$ cat config.mk
export PLATFORM = sky130hd
export DESIGN_NAME = dda_line_rasterizer_unit
export DESIGN_NICKNAME = d
export VERILOG_FILES = /design/src/dlr_pkg.sv /design/src/dlr_ctrl.sv /design/src/dlr_datapath.sv /design/src/dda_line_rasterizer_unit.sv
export VERILOG_INCLUDE_DIRS = /design/src /design/src/src
export SDC_FILE = /design/constraint.sdc
export NUM_CORES = 1
export LEC_CHECK = 0
export BUFFER_PORTS_ARGS = -buffer_cell sky130_fd_sc_hd__buf_4
export CAP_MARGIN = 0
export CELL_PAD_IN_SITES_DETAIL_PLACEMENT = 1
export CELL_PAD_IN_SITES_GLOBAL_PLACEMENT = 2
export CORE_MARGIN = 2
export CORE_UTILIZATION = 40
export CTS_CLUSTER_DIAMETER = 120
export DETAILED_ROUTE_END_ITERATION = 10
export GPL_TIMING_DRIVEN = 0
export MAX_ROUTING_LAYER = met4
export PLACE_DENSITY_LB_ADDON = 0.1
export SETUP_SLACK_MARGIN = 0.02
export SYNTH_ARGS = -nofsm -noshare
export SYNTH_HDL_FRONTEND = slang
export SYNTH_SLANG_ARGS = --single-unit
$ cat constraint.sdc
create_clock -name clk -period 3.6 [get_ports clk]
set_clock_uncertainty 0.05 [all_clocks]
set_input_delay 1.08 -clock clk [delete_from_list [all_inputs] [get_ports clk]]
set_output_delay 1.08 -clock clk [all_outputs]
set_load 0.03 [all_outputs]
$ cat src/dda_line_rasterizer_unit_defines.svh
// ----------------------------------------------------------------------------
// DDA line rasterizer assertion macros
// Clocked assertion helpers shared by the rasterizer RTL; empty for synthesis.
// ----------------------------------------------------------------------------
`ifndef DDA_LINE_RASTERIZER_UNIT_DEFINES_SVH
`define DDA_LINE_RASTERIZER_UNIT_DEFINES_SVH

`ifndef SYNTHESIS
// Plain clocked property, checked outside reset.
`define DLR_ASSERT(lbl, prop, msg) \
	lbl: assert property (@(posedge clk) disable iff (!arst_n) prop) else $error(msg);
// Same-cycle implication.
`define DLR_ASSERT_IMPL(lbl, ante, cons, msg) \
	lbl: assert property (@(posedge clk) disable iff (!arst_n) (ante) |-> (cons)) \
		else $error(msg);
// Next-cycle implication.
`define DLR_ASSERT_NEXT(lbl, ante, cons, msg) \
	lbl: assert property (@(posedge clk) disable iff (!arst_n) (ante) |=> (cons)) \
		else $error(msg);
`else
`define DLR_ASSERT(lbl, prop, msg)
`define DLR_ASSERT_IMPL(lbl, ante, cons, msg)
`define DLR_ASSERT_NEXT(lbl, ante, cons, msg)
`endif

`endif

$ cat src/dlr_pkg.sv
// ----------------------------------------------------------------------------
// DDA line rasterizer package
// Widths, codes, controller states and command/status bundles.
// ----------------------------------------------------------------------------
`default_nettype none

package dlr_pkg;

	localparam int COORD_BITS = 10;
	localparam int FRAC_BITS  = 16;
	localparam int ACC_BITS   = COORD_BITS + 1 + FRAC_BITS;
	localparam int INC_BITS   = FRAC_BITS + 2;
	localparam int LEFT_BITS  = COORD_BITS + 1;
	localparam int QUO_BITS   = FRAC_BITS + 1;
	localparam int DIV_BITS   = COORD_BITS + FRAC_BITS + 1;
	localparam int CNT_BITS   = $clog2(DIV_BITS);

	localparam logic KIND_LINE    = 1'b0;
	localparam logic KIND_ADVANCE = 1'b1;

	typedef enum logic [1:0] {
		ST_IDLE,
		ST_DIVIDE,
		ST_LOAD,
		ST_PLOT
	} state_t;

	typedef struct packed {
		logic start;    // latch endpoints, set up the dividers
		logic div_step; // one quotient bit on both lanes
		logic load;     // load accumulators, increments, pixel count
		logic emit;     // register the current pixel and advance
	} cmd_t;

	typedef struct packed {
		logic active;   // pixels still to be given
		logic div_last; // final divider iteration
		logic out_busy; // result register full and stalled
	} status_t;

endpackage

`default_nettype wire

$ cat src/dlr_ctrl.sv
// ----------------------------------------------------------------------------
// DDA line rasterizer controller
// Sequences line setup (divide, load, first pixel) and pixel advances.
// ----------------------------------------------------------------------------
`default_nettype none
`include "dda_line_rasterizer_unit_defines.svh"

module dlr_ctrl (
	input  wire logic            clk,
	input  wire logic            arst_n,
	input  wire logic            in_valid,
	input  wire logic            kind,
	output logic                 in_stall,
	input  wire dlr_pkg::status_t status_i,
	output dlr_pkg::cmd_t        cmd_o
);
	import dlr_pkg::*;

	state_t state_q;
	state_t state_d;
	logic   accept;

	assign accept = in_valid && !in_stall;

	always_ff @(posedge clk or negedge arst_n) begin
		if (!arst_n) begin
			state_q <= ST_IDLE;
		end else begin
			state_q <= state_d;
		end
	end

	always_comb begin
		state_d = state_q;
		case (state_q)
			ST_IDLE: begin
				if (accept && kind == KIND_LINE) begin
					state_d = ST_DIVIDE;
				end
			end
			ST_DIVIDE: begin
				if (status_i.div_last) begin
					state_d = ST_LOAD;
				end
			end
			ST_LOAD: begin
				state_d = ST_PLOT;
			end
			ST_PLOT: begin
				state_d = ST_IDLE;
			end
			default: begin
				state_d = ST_IDLE;
			end
		endcase
	end

	always_comb begin
		cmd_o    = '0;
		in_stall = 1'b1;
		case (state_q)
			ST_IDLE: begin
				in_stall = status_i.out_busy;
				if (in_valid && !status_i.out_busy) begin
					if (kind == KIND_LINE) begin
						cmd_o.start = 1'b1;
					end else if (status_i.active) begin
						cmd_o.emit = 1'b1;
					end
				end
			end
			ST_DIVIDE: begin
				cmd_o.div_step = 1'b1;
			end
			ST_LOAD: begin
				cmd_o.load = 1'b1;
			end
			ST_PLOT: begin
				cmd_o.emit = 1'b1;
			end
			default: begin
				cmd_o = '0;
			end
		endcase
	end

	`DLR_ASSERT_NEXT(a_start_divides, cmd_o.start, state_q == ST_DIVIDE,
		"start must enter divide")
	`DLR_ASSERT_NEXT(a_div_done_loads, (state_q == ST_DIVIDE) && status_i.div_last,
		state_q == ST_LOAD, "divide end must load")
	`DLR_ASSERT_NEXT(a_load_then_plot, cmd_o.load, cmd_o.emit,
		"load must be followed by first pixel")

endmodule

`default_nettype wire

$ cat src/dlr_datapath.sv
// ----------------------------------------------------------------------------
// DDA line rasterizer datapath
// Two restoring dividers, accumulators, pixel rounding and result register.
// ----------------------------------------------------------------------------
`default_nettype none
`include "dda_line_rasterizer_unit_defines.svh"

module dlr_datapath (
	input  wire logic                         clk,
	input  wire logic                         arst_n,
	input  wire dlr_pkg::cmd_t                cmd_i,
	output dlr_pkg::status_t                  status_o,
	input  wire logic [dlr_pkg::COORD_BITS-1:0] x_start,
	input  wire logic [dlr_pkg::COORD_BITS-1:0] y_start,
	input  wire logic [dlr_pkg::COORD_BITS-1:0] x_end,
	input  wire logic [dlr_pkg::COORD_BITS-1:0] y_end,
	input  wire logic                         out_stall,
	output logic                              out_valid,
	output logic [dlr_pkg::COORD_BITS-1:0]    pixel_x,
	output logic [dlr_pkg::COORD_BITS-1:0]    pixel_y,
	output logic                              last
);
	import dlr_pkg::*;

	// Floor of (acc + 0.5), clamped to the coordinate range.
	function automatic logic [COORD_BITS-1:0] round_pix(input logic [ACC_BITS-1:0] acc);
		logic [ACC_BITS:0]   sum;
		logic [COORD_BITS:0] p;
		sum = {acc[ACC_BITS-1], acc} + ((ACC_BITS+1)'(1) << (FRAC_BITS - 1));
		p   = sum[ACC_BITS-1:FRAC_BITS];
		if (sum[ACC_BITS]) begin
			round_pix = '0;
		end else if (p[COORD_BITS]) begin
			round_pix = '1;
		end else begin
			round_pix = p[COORD_BITS-1:0];
		end
	endfunction

	function automatic logic [INC_BITS-1:0] make_incr(input logic [QUO_BITS-1:0] q,
		input logic neg, input logic zero);
		logic [INC_BITS-1:0] mag;
		mag = {1'b0, q};
		if (zero) begin
			make_incr = '0;
		end else if (neg) begin
			make_incr = ~mag + INC_BITS'(1);
		end else begin
			make_incr = mag;
		end
	endfunction

	// Endpoint differences at setup
	logic [COORD_BITS:0]   dx, dy;
	logic [COORD_BITS-1:0] adx, ady, step;

	// Setup and divider registers
	logic [COORD_BITS-1:0] xs_q, ys_q, step_q;
	logic                  negx_q, negy_q, zx_q, zy_q;
	logic [DIV_BITS-1:0]   dvd_x_q, dvd_y_q;
	logic [COORD_BITS-1:0] rem_x_q, rem_y_q;
	logic [QUO_BITS-1:0]   quo_x_q, quo_y_q;
	logic [CNT_BITS-1:0]   cnt_q;

	// Line state
	logic [ACC_BITS-1:0]   acc_x_q, acc_y_q;
	logic [INC_BITS-1:0]   incr_x_q, incr_y_q;
	logic [LEFT_BITS-1:0]  left_q;

	// Result register
	logic                  out_valid_q;
	logic [COORD_BITS-1:0] out_x_q, out_y_q;
	logic                  out_last_q;

	// Divider step
	logic [COORD_BITS:0]   trial_x, trial_y;
	logic                  ge_x, ge_y;
	logic [LEFT_BITS-1:0]  left_dec;

	assign dx   = {1'b0, x_end} - {1'b0, x_start};
	assign dy   = {1'b0, y_end} - {1'b0, y_start};
	assign adx  = dx[COORD_BITS] ? COORD_BITS'(-dx) : dx[COORD_BITS-1:0];
	assign ady  = dy[COORD_BITS] ? COORD_BITS'(-dy) : dy[COORD_BITS-1:0];
	assign step = (adx > ady) ? adx : ady;

	assign trial_x  = {rem_x_q, dvd_x_q[DIV_BITS-1]};
	assign trial_y  = {rem_y_q, dvd_y_q[DIV_BITS-1]};
	assign ge_x     = trial_x >= {1'b0, step_q};
	assign ge_y     = trial_y >= {1'b0, step_q};
	assign left_dec = left_q - LEFT_BITS'(1);

	always_ff @(posedge clk) begin
		if (cmd_i.start) begin
			xs_q    <= x_start;
			ys_q    <= y_start;
			step_q  <= step;
			negx_q  <= dx[COORD_BITS];
			negy_q  <= dy[COORD_BITS];
			zx_q    <= (adx == '0);
			zy_q    <= (ady == '0);
			dvd_x_q <= {1'b0, adx, {FRAC_BITS{1'b0}}} + DIV_BITS'(step >> 1);
			dvd_y_q <= {1'b0, ady, {FRAC_BITS{1'b0}}} + DIV_BITS'(step >> 1);
			rem_x_q <= '0;
			rem_y_q <= '0;
			quo_x_q <= '0;
			quo_y_q <= '0;
		end else if (cmd_i.div_step) begin
			dvd_x_q <= dvd_x_q << 1;
			dvd_y_q <= dvd_y_q << 1;
			rem_x_q <= ge_x ? COORD_BITS'(trial_x - {1'b0, step_q}) : trial_x[COORD_BITS-1:0];
			rem_y_q <= ge_y ? COORD_BITS'(trial_y - {1'b0, step_q}) : trial_y[COORD_BITS-1:0];
			quo_x_q <= {quo_x_q[QUO_BITS-2:0], ge_x};
			quo_y_q <= {quo_y_q[QUO_BITS-2:0], ge_y};
		end
	end

	always_ff @(posedge clk) begin
		if (cmd_i.load) begin
			acc_x_q  <= {1'b0, xs_q, {FRAC_BITS{1'b0}}};
			acc_y_q  <= {1'b0, ys_q, {FRAC_BITS{1'b0}}};
			incr_x_q <= make_incr(quo_x_q, negx_q, zx_q);
			incr_y_q <= make_incr(quo_y_q, negy_q, zy_q);
		end else if (cmd_i.emit) begin
			acc_x_q <= acc_x_q + {{(ACC_BITS-INC_BITS){incr_x_q[INC_BITS-1]}}, incr_x_q};
			acc_y_q <= acc_y_q + {{(ACC_BITS-INC_BITS){incr_y_q[INC_BITS-1]}}, incr_y_q};
		end
	end

	always_ff @(posedge clk) begin
		if (cmd_i.emit) begin
			out_x_q    <= round_pix(acc_x_q);
			out_y_q    <= round_pix(acc_y_q);
			out_last_q <= (left_dec == '0);
		end
	end

	always_ff @(posedge clk or negedge arst_n) begin
		if (!arst_n) begin
			cnt_q       <= '0;
			left_q      <= '0;
			out_valid_q <= 1'b0;
		end else begin
			if (cmd_i.start) begin
				cnt_q <= CNT_BITS'(DIV_BITS - 1);
			end else if (cmd_i.div_step) begin
				cnt_q <= cnt_q - CNT_BITS'(1);
			end
			if (cmd_i.load) begin
				left_q <= {1'b0, step_q} + LEFT_BITS'(1);
			end else if (cmd_i.emit) begin
				left_q <= left_dec;
			end
			if (cmd_i.emit) begin
				out_valid_q <= 1'b1;
			end else if (!out_stall) begin
				out_valid_q <= 1'b0;
			end
		end
	end

	assign status_o.active   = (left_q != '0);
	assign status_o.div_last = (cnt_q == '0);
	assign status_o.out_busy = out_valid_q && out_stall;

	assign out_valid = out_valid_q;
	assign pixel_x   = out_x_q;
	assign pixel_y   = out_y_q;
	assign last      = out_last_q;

	`DLR_ASSERT_IMPL(a_emit_into_free_reg, cmd_i.emit, !(out_valid_q && out_stall),
		"pixel would overwrite a stalled result")
	`DLR_ASSERT_NEXT(a_last_matches_count, cmd_i.emit, out_last_q == (left_q == '0),
		"last flag disagrees with pixel count")
	`DLR_ASSERT_NEXT(a_load_has_pixels, cmd_i.load, left_q != '0, "loaded line has no pixels")

endmodule

`default_nettype wire

$ cat src/dda_line_rasterizer_unit.sv
// ----------------------------------------------------------------------------
// DDA line rasterizer unit
// Steps a fixed-point DDA along a line, one pixel per advance transaction while pixels remain.
// ----------------------------------------------------------------------------
//
//  channel  direction  handshake             payload
//  -------  ---------  --------------------  ---------------------------------
//  in       sink       in_valid / in_stall   kind, x_start, y_start, x_end, y_end
//  out      source     out_valid / out_stall pixel_x, pixel_y, last
//
//  An advance transaction's pixel is registered at the same edge that takes it.
//  A new-line transaction runs the per-line divide at one quotient bit per cycle
//  on two parallel lanes, then the controller loads the line in its load state
//  and gives the first pixel of the line from its plot state.
//  The result register parts the channels: input is taken while a result is
//  being drained, and held off during line setup and while the result
//  register is stalled.
//  Reset clears the controller, the pixel count and the result valid.
// ----------------------------------------------------------------------------
`default_nettype none

module dda_line_rasterizer_unit (
	input  wire logic                           clk,
	input  wire logic                           arst_n,
	// Input transactions
	input  wire logic                           in_valid,
	output logic                                in_stall,
	input  wire logic                           kind,
	input  wire logic [dlr_pkg::COORD_BITS-1:0] x_start,
	input  wire logic [dlr_pkg::COORD_BITS-1:0] y_start,
	input  wire logic [dlr_pkg::COORD_BITS-1:0] x_end,
	input  wire logic [dlr_pkg::COORD_BITS-1:0] y_end,
	// Pixel transactions
	output logic                                out_valid,
	input  wire logic                           out_stall,
	output logic [dlr_pkg::COORD_BITS-1:0]      pixel_x,
	output logic [dlr_pkg::COORD_BITS-1:0]      pixel_y,
	output logic                                last
);
	import dlr_pkg::*;

	// Command and status between sequencer and datapath
	cmd_t    cmd;
	status_t status;

	// Sequencer: accepts transactions, runs the divide and issues pixel steps.
	dlr_ctrl u_ctrl (
		.clk      (clk),
		.arst_n   (arst_n),
		.in_valid (in_valid),
		.kind     (kind),
		.in_stall (in_stall),
		.status_i (status),
		.cmd_o    (cmd)
	);

	// Datapath: dividers, accumulators and the result register.
	dlr_datapath u_datapath (
		.clk       (clk),
		.arst_n    (arst_n),
		.cmd_i     (cmd),
		.status_o  (status),
		.x_start   (x_start),
		.y_start   (y_start),
		.x_end     (x_end),
		.y_end     (y_end),
		.out_stall (out_stall),
		.out_valid (out_valid),
		.pixel_x   (pixel_x),
		.pixel_y   (pixel_y),
		.last      (last)
	);

endmodule

`default_nettype wire

==> out/summary.md <==
The core region is 39600 sq um. Post-synthesis sequential area ratio: 0.418. Peak ir drop on the vdd network: 0.000436 V. The number of nets in the synthesized netlist was 1864.

STA classifies the critical path startpoint as an input pin. Routability-driven placement finished with a final weighted congestion of 0.833. For this run the aggregate overflow at the end of global routing stands at 0. The worst max-slew margin expressed relative to the limit is 0.344. Data on the critical path arrives at its endpoint at 4.91 ns.

The simple-gate portion of the synthesized area works out to 0.154. The run gives 0 as the number of routed nets with antenna violations. The final routed wire length divided by cell count is 19.5 um, and the number of port buffers is 67.

The tools report the setup-violating endpoint count in the final report as 21. Total power: 0.0182 W. The fmax is 213 MHz, and the mux share of post-synthesis cell area is 0.0433. Counting along the longest clock path gives a buffer depth of 3. TritonCTS built the clock tree. The run gives 0.485 as the final standard cell utilization of the core. The overall routed net length is 46800 um. The final layout net count was 2014; the area overhead of the layout relative to synthesis was 19.7%.

After synthesis, the netlist uses 86 different library cells. After synthesis, the largest family of logic cells by area is compound AO/OA/AOI/OAI gates. Yosys mapped a number of flops with a built-in enable equal to 149.

In this run the horizontal extent of the chip is 204 um. The run gives 256 as the TritonCTS sink count. For the count of TritonRoute iterations in the first routing pass, the log shows 5. The run finished, with violations left. For the worst-skew pair, the clock arrives at the later sink with an insertion delay of 0.53 ns. The most common library cell in the layout ignoring fill and taps was sky130_fd_sc_hd__nand2_1.

Counting every instance in the synthesized netlist gives 1696. The number of clock buffers inserted by TritonCTS is 34, and the transition time of the tightest slew-check pin is 0.978 ns. Entering global routing, the biggest net connects 39 pins. Of all nets on the critical path, the largest fanout is 5. The number of antenna violations at the first check in global routing is 0, and the routed via count is 12875.

At the worst endpoint, the required time is 3.82 ns. In this run the static leakage power is 7.97 nW. The die covers 41700 sq um. After the first detailed-routing iteration, the DRC count stood at 526. The library cells used most frequently in the layout, excluding fill and tap cells, are 160 x sky130_fd_sc_hd__nand2_1, 155 x sky130_fd_sc_hd__nor2_1, 149 x sky130_fd_sc_hd__edfxtp_1. The via count of the first global-routing pass was 13534; the share of synthesized registers carrying an async set or reset was 0.0742. The share of synthesized cell area in full adder, half adder and majority cells is 0.0987.

For the hold violation total from the final report, the log shows 0. The tree is rooted in a sky130_fd_sc_hd__clkbuf_16. The Yosys warning count was 0; the post-synthesis xor/xnor area fraction was 0.0798.

After clock tree synthesis, the clock-pin slew on the worst setup and hold paths is 0.06 ns. The die is 204 um tall. The ratio of final minimum period to clock period works out to 1.30.

Setup repair after global routing could not meet its margin everywhere. Final critical-path required period: 4.69 ns. The first global-routing pass estimated 74200 um of wire.

The compound-gate portion of the synthesized area was 0.170; the total standard cell area after synthesis was 16100 sq um. The tools report the starting density of the core as 0.405. The overall global routing resource usage came out at 0.234. For this design the ratio of total power to cell area is 945 nW/um^2. The worst setup path is captured at a register. Most frequently used flop master after synthesis: sky130_fd_sc_hd__edfxtp_1. The floorplan has 73 rows. The count of state elements after synthesis was 256.

The worst setup slack after layout was -1.09 ns. The ratio of cells with drive above 1 in the final layout was 0.148. The path category of the worst min-delay check is input pin to async pin. The run gives 2 as the deepest level of the CTS H-tree.

The estimated wirelength of the detail-placed design came out at 34600 um. The DRC violation count after routing came out at 0. The checks that failed: setup timing. Dividing the detail-routed via count by the number of cells gives 5.37. The worst setup path is of the input pin to register kind. The average instance in the mapped netlist occupies 9.46 sq um.

The tool flagged a number of max-cap violations equal to 0. Max-slew violation count: 0. The tools report the I/O pin total as 68.

After filler insertion, the fill cell instance count of the layout stands at 4473.
==> state kept, by name, indices dropped and copies added (netlist names), 11 cells and up <==
signal and count:
u_datapath.left_q 11, u_datapath.quo_y_q 17, u_datapath.dvd_y_q 12, u_datapath.acc_y_q 27, u_datapath.acc_x_q 27, u_datapath.quo_x_q 17
u_datapath.dvd_x_q 26, u_datapath.incr_y_q 18, u_datapath.incr_x_q 18
==> logic make-up after synthesis <==
logic type,Yosys count
muxes,68
and+or+nand+nor,527
buffers and inverters,153
xor gates and xnor gates,142
AOI/OAI and AO/OA,427
adders and majority gates,123
DFF,256
==> Yosys cell counts, drive strengths merged, types with 16 or more instances <==
cell type | count | area share
xnor2 | 72 | 0.040
nand3 | 42 | 0.013
a21o | 38 | 0.018
dfxtp | 88 | 0.11
and3 | 16 | 0.0062
nor3 | 31 | 0.010
nand4 | 17 | 0.0066
o31ai | 21 | 0.013
o21ai | 121 | 0.038
mux2i | 62 | 0.039
ha | 117 | 0.091
dfrtp | 19 | 0.030
a211oi | 17 | 0.0089
a21oi | 142 | 0.046
inv | 98 | 0.023
nor2 | 160 | 0.037
and2 | 16 | 0.0062
o21a | 16 | 0.0076
nand2 | 162 | 0.038
xor2 | 70 | 0.040
edfxtp | 149 | 0.28
nor2b | 19 | 0.0074
clkbuf | 40 | 0.0094
==> area by class of cell <==
| class | instances | area [sq um] | area share |
|---|---|---|---|
| Multi-Input combinational cell | 1287 | 9150 | 0.476 |
| Tap cell | 525 | 657 | 0.0342 |
| Inverter | 100 | 392 | 0.0204 |
| Antenna cell | 1 | 2.50 | 0.000130 |
| Clock buffer | 45 | 966 | 0.0503 |
| Clock inverter | 17 | 183 | 0.00951 |
| Sequential cell | 256 | 6710 | 0.349 |
| Timing Repair Buffer | 115 | 941 | 0.0490 |
| Buffer | 52 | 211 | 0.0110 |
==> path summary, 6_finish.rpt <==
| path | start | endpoint | slack, ns | cells after the start |
|---|---|---|---|---|
| worst max-delay path | x_start[1] | u_datapath.dvd_x_q[7] | -1.09 | 21 |
| worst min-delay path | arst_n | u_datapath.left_q[10] | 0.39 | 1 |
| worst max register to register | u_ctrl.state_q[0] | u_datapath.ys_q[5] | 0.25 | 8 |
| worst min register to register | u_datapath.acc_x_q[9] | u_datapath.acc_x_q[9] | 0.41 | 2 |
| max in group asynchronous | arst_n | u_datapath.cnt_q[0] | 2.87 | 1 |
| min in group clk | u_datapath.acc_x_q[9] | u_datapath.acc_x_q[9] | 0.41 | 2 |
==> report_power, final <==
part	internal (W)	switching, W
combinational	0.00369	0.00534
clock	0.00217	0.00133
sequential	0.00467	0.000952
total	0.0105	0.00762
==> metrics by stage <==
stage	cells	hold slack, ns	setup slack [ns]	cell area, sq um	setup TNS, ns
6_report	2398	0.385	-1.09	19200	-19.48
5_1_grt	2397	0.385	-1.28	19200	-23.48
4_1_cts	2392	0.367	-0.968	19000	-17.23
3_5_place_dp	2290	0.405	-1.81	17300	-54.36
3_3_place_gp	2288	0.392	-1.81	17300	-149.82
2_1_floorplan	1696	0.386	-1.08	16100	-17.52
==> critical path, stage by stage <==
cell and delay [ns]:
sky130_fd_sc_hd__buf_4 0.12, sky130_fd_sc_hd__inv_1 0.13, sky130_fd_sc_hd__ha_1 0.24, sky130_fd_sc_hd__nor2b_1 0.14, sky130_fd_sc_hd__o31a_1 0.30, sky130_fd_sc_hd__o31ai_4 0.30, sky130_fd_sc_hd__a21bo_2 0.31, sky130_fd_sc_hd__nand4_1 0.18
sky130_fd_sc_hd__nand2_1 0.12, sky130_fd_sc_hd__xor2_2 0.27, sky130_fd_sc_hd__inv_1 0.08, sky130_fd_sc_hd__ha_1 0.29, sky130_fd_sc_hd__nand4_1 0.15, sky130_fd_sc_hd__nor2_2 0.18, sky130_fd_sc_hd__o21ai_2 0.07, sky130_fd_sc_hd__nand2_1 0.07
sky130_fd_sc_hd__nor3_2 0.04, sky130_fd_sc_hd__a31oi_1 0.20, sky130_fd_sc_hd__buf_4 0.25, sky130_fd_sc_hd__mux2i_2 0.11, sky130_fd_sc_hd__mux2_4 0.27
==> metal layers <==
| metal | vias up | GRT usage | share of wire |
|---|---|---|---|
| li1 | 6390 | - | - |
| met5 | - | - | 0 |
| met3 | 65 | 0.0371 | 0.028 |
| met2 | 131 | 0.392 | 0.48 |
| met1 | 6289 | 0.296 | 0.47 |
| met4 | 0 | 0.0533 | 0.017 |
==> timing repair <==
item	4_1_cts	5_1_grt
endpoints found under the hold margin	0	0
buffers inserted	39	6
gates cloned	1	0
pin swaps	19	6
endpoints found under the setup margin	41	46
hold buffers	0	0
gates resized for setup	52	29
Note: power is estimated with default switching activity, not from simulation.
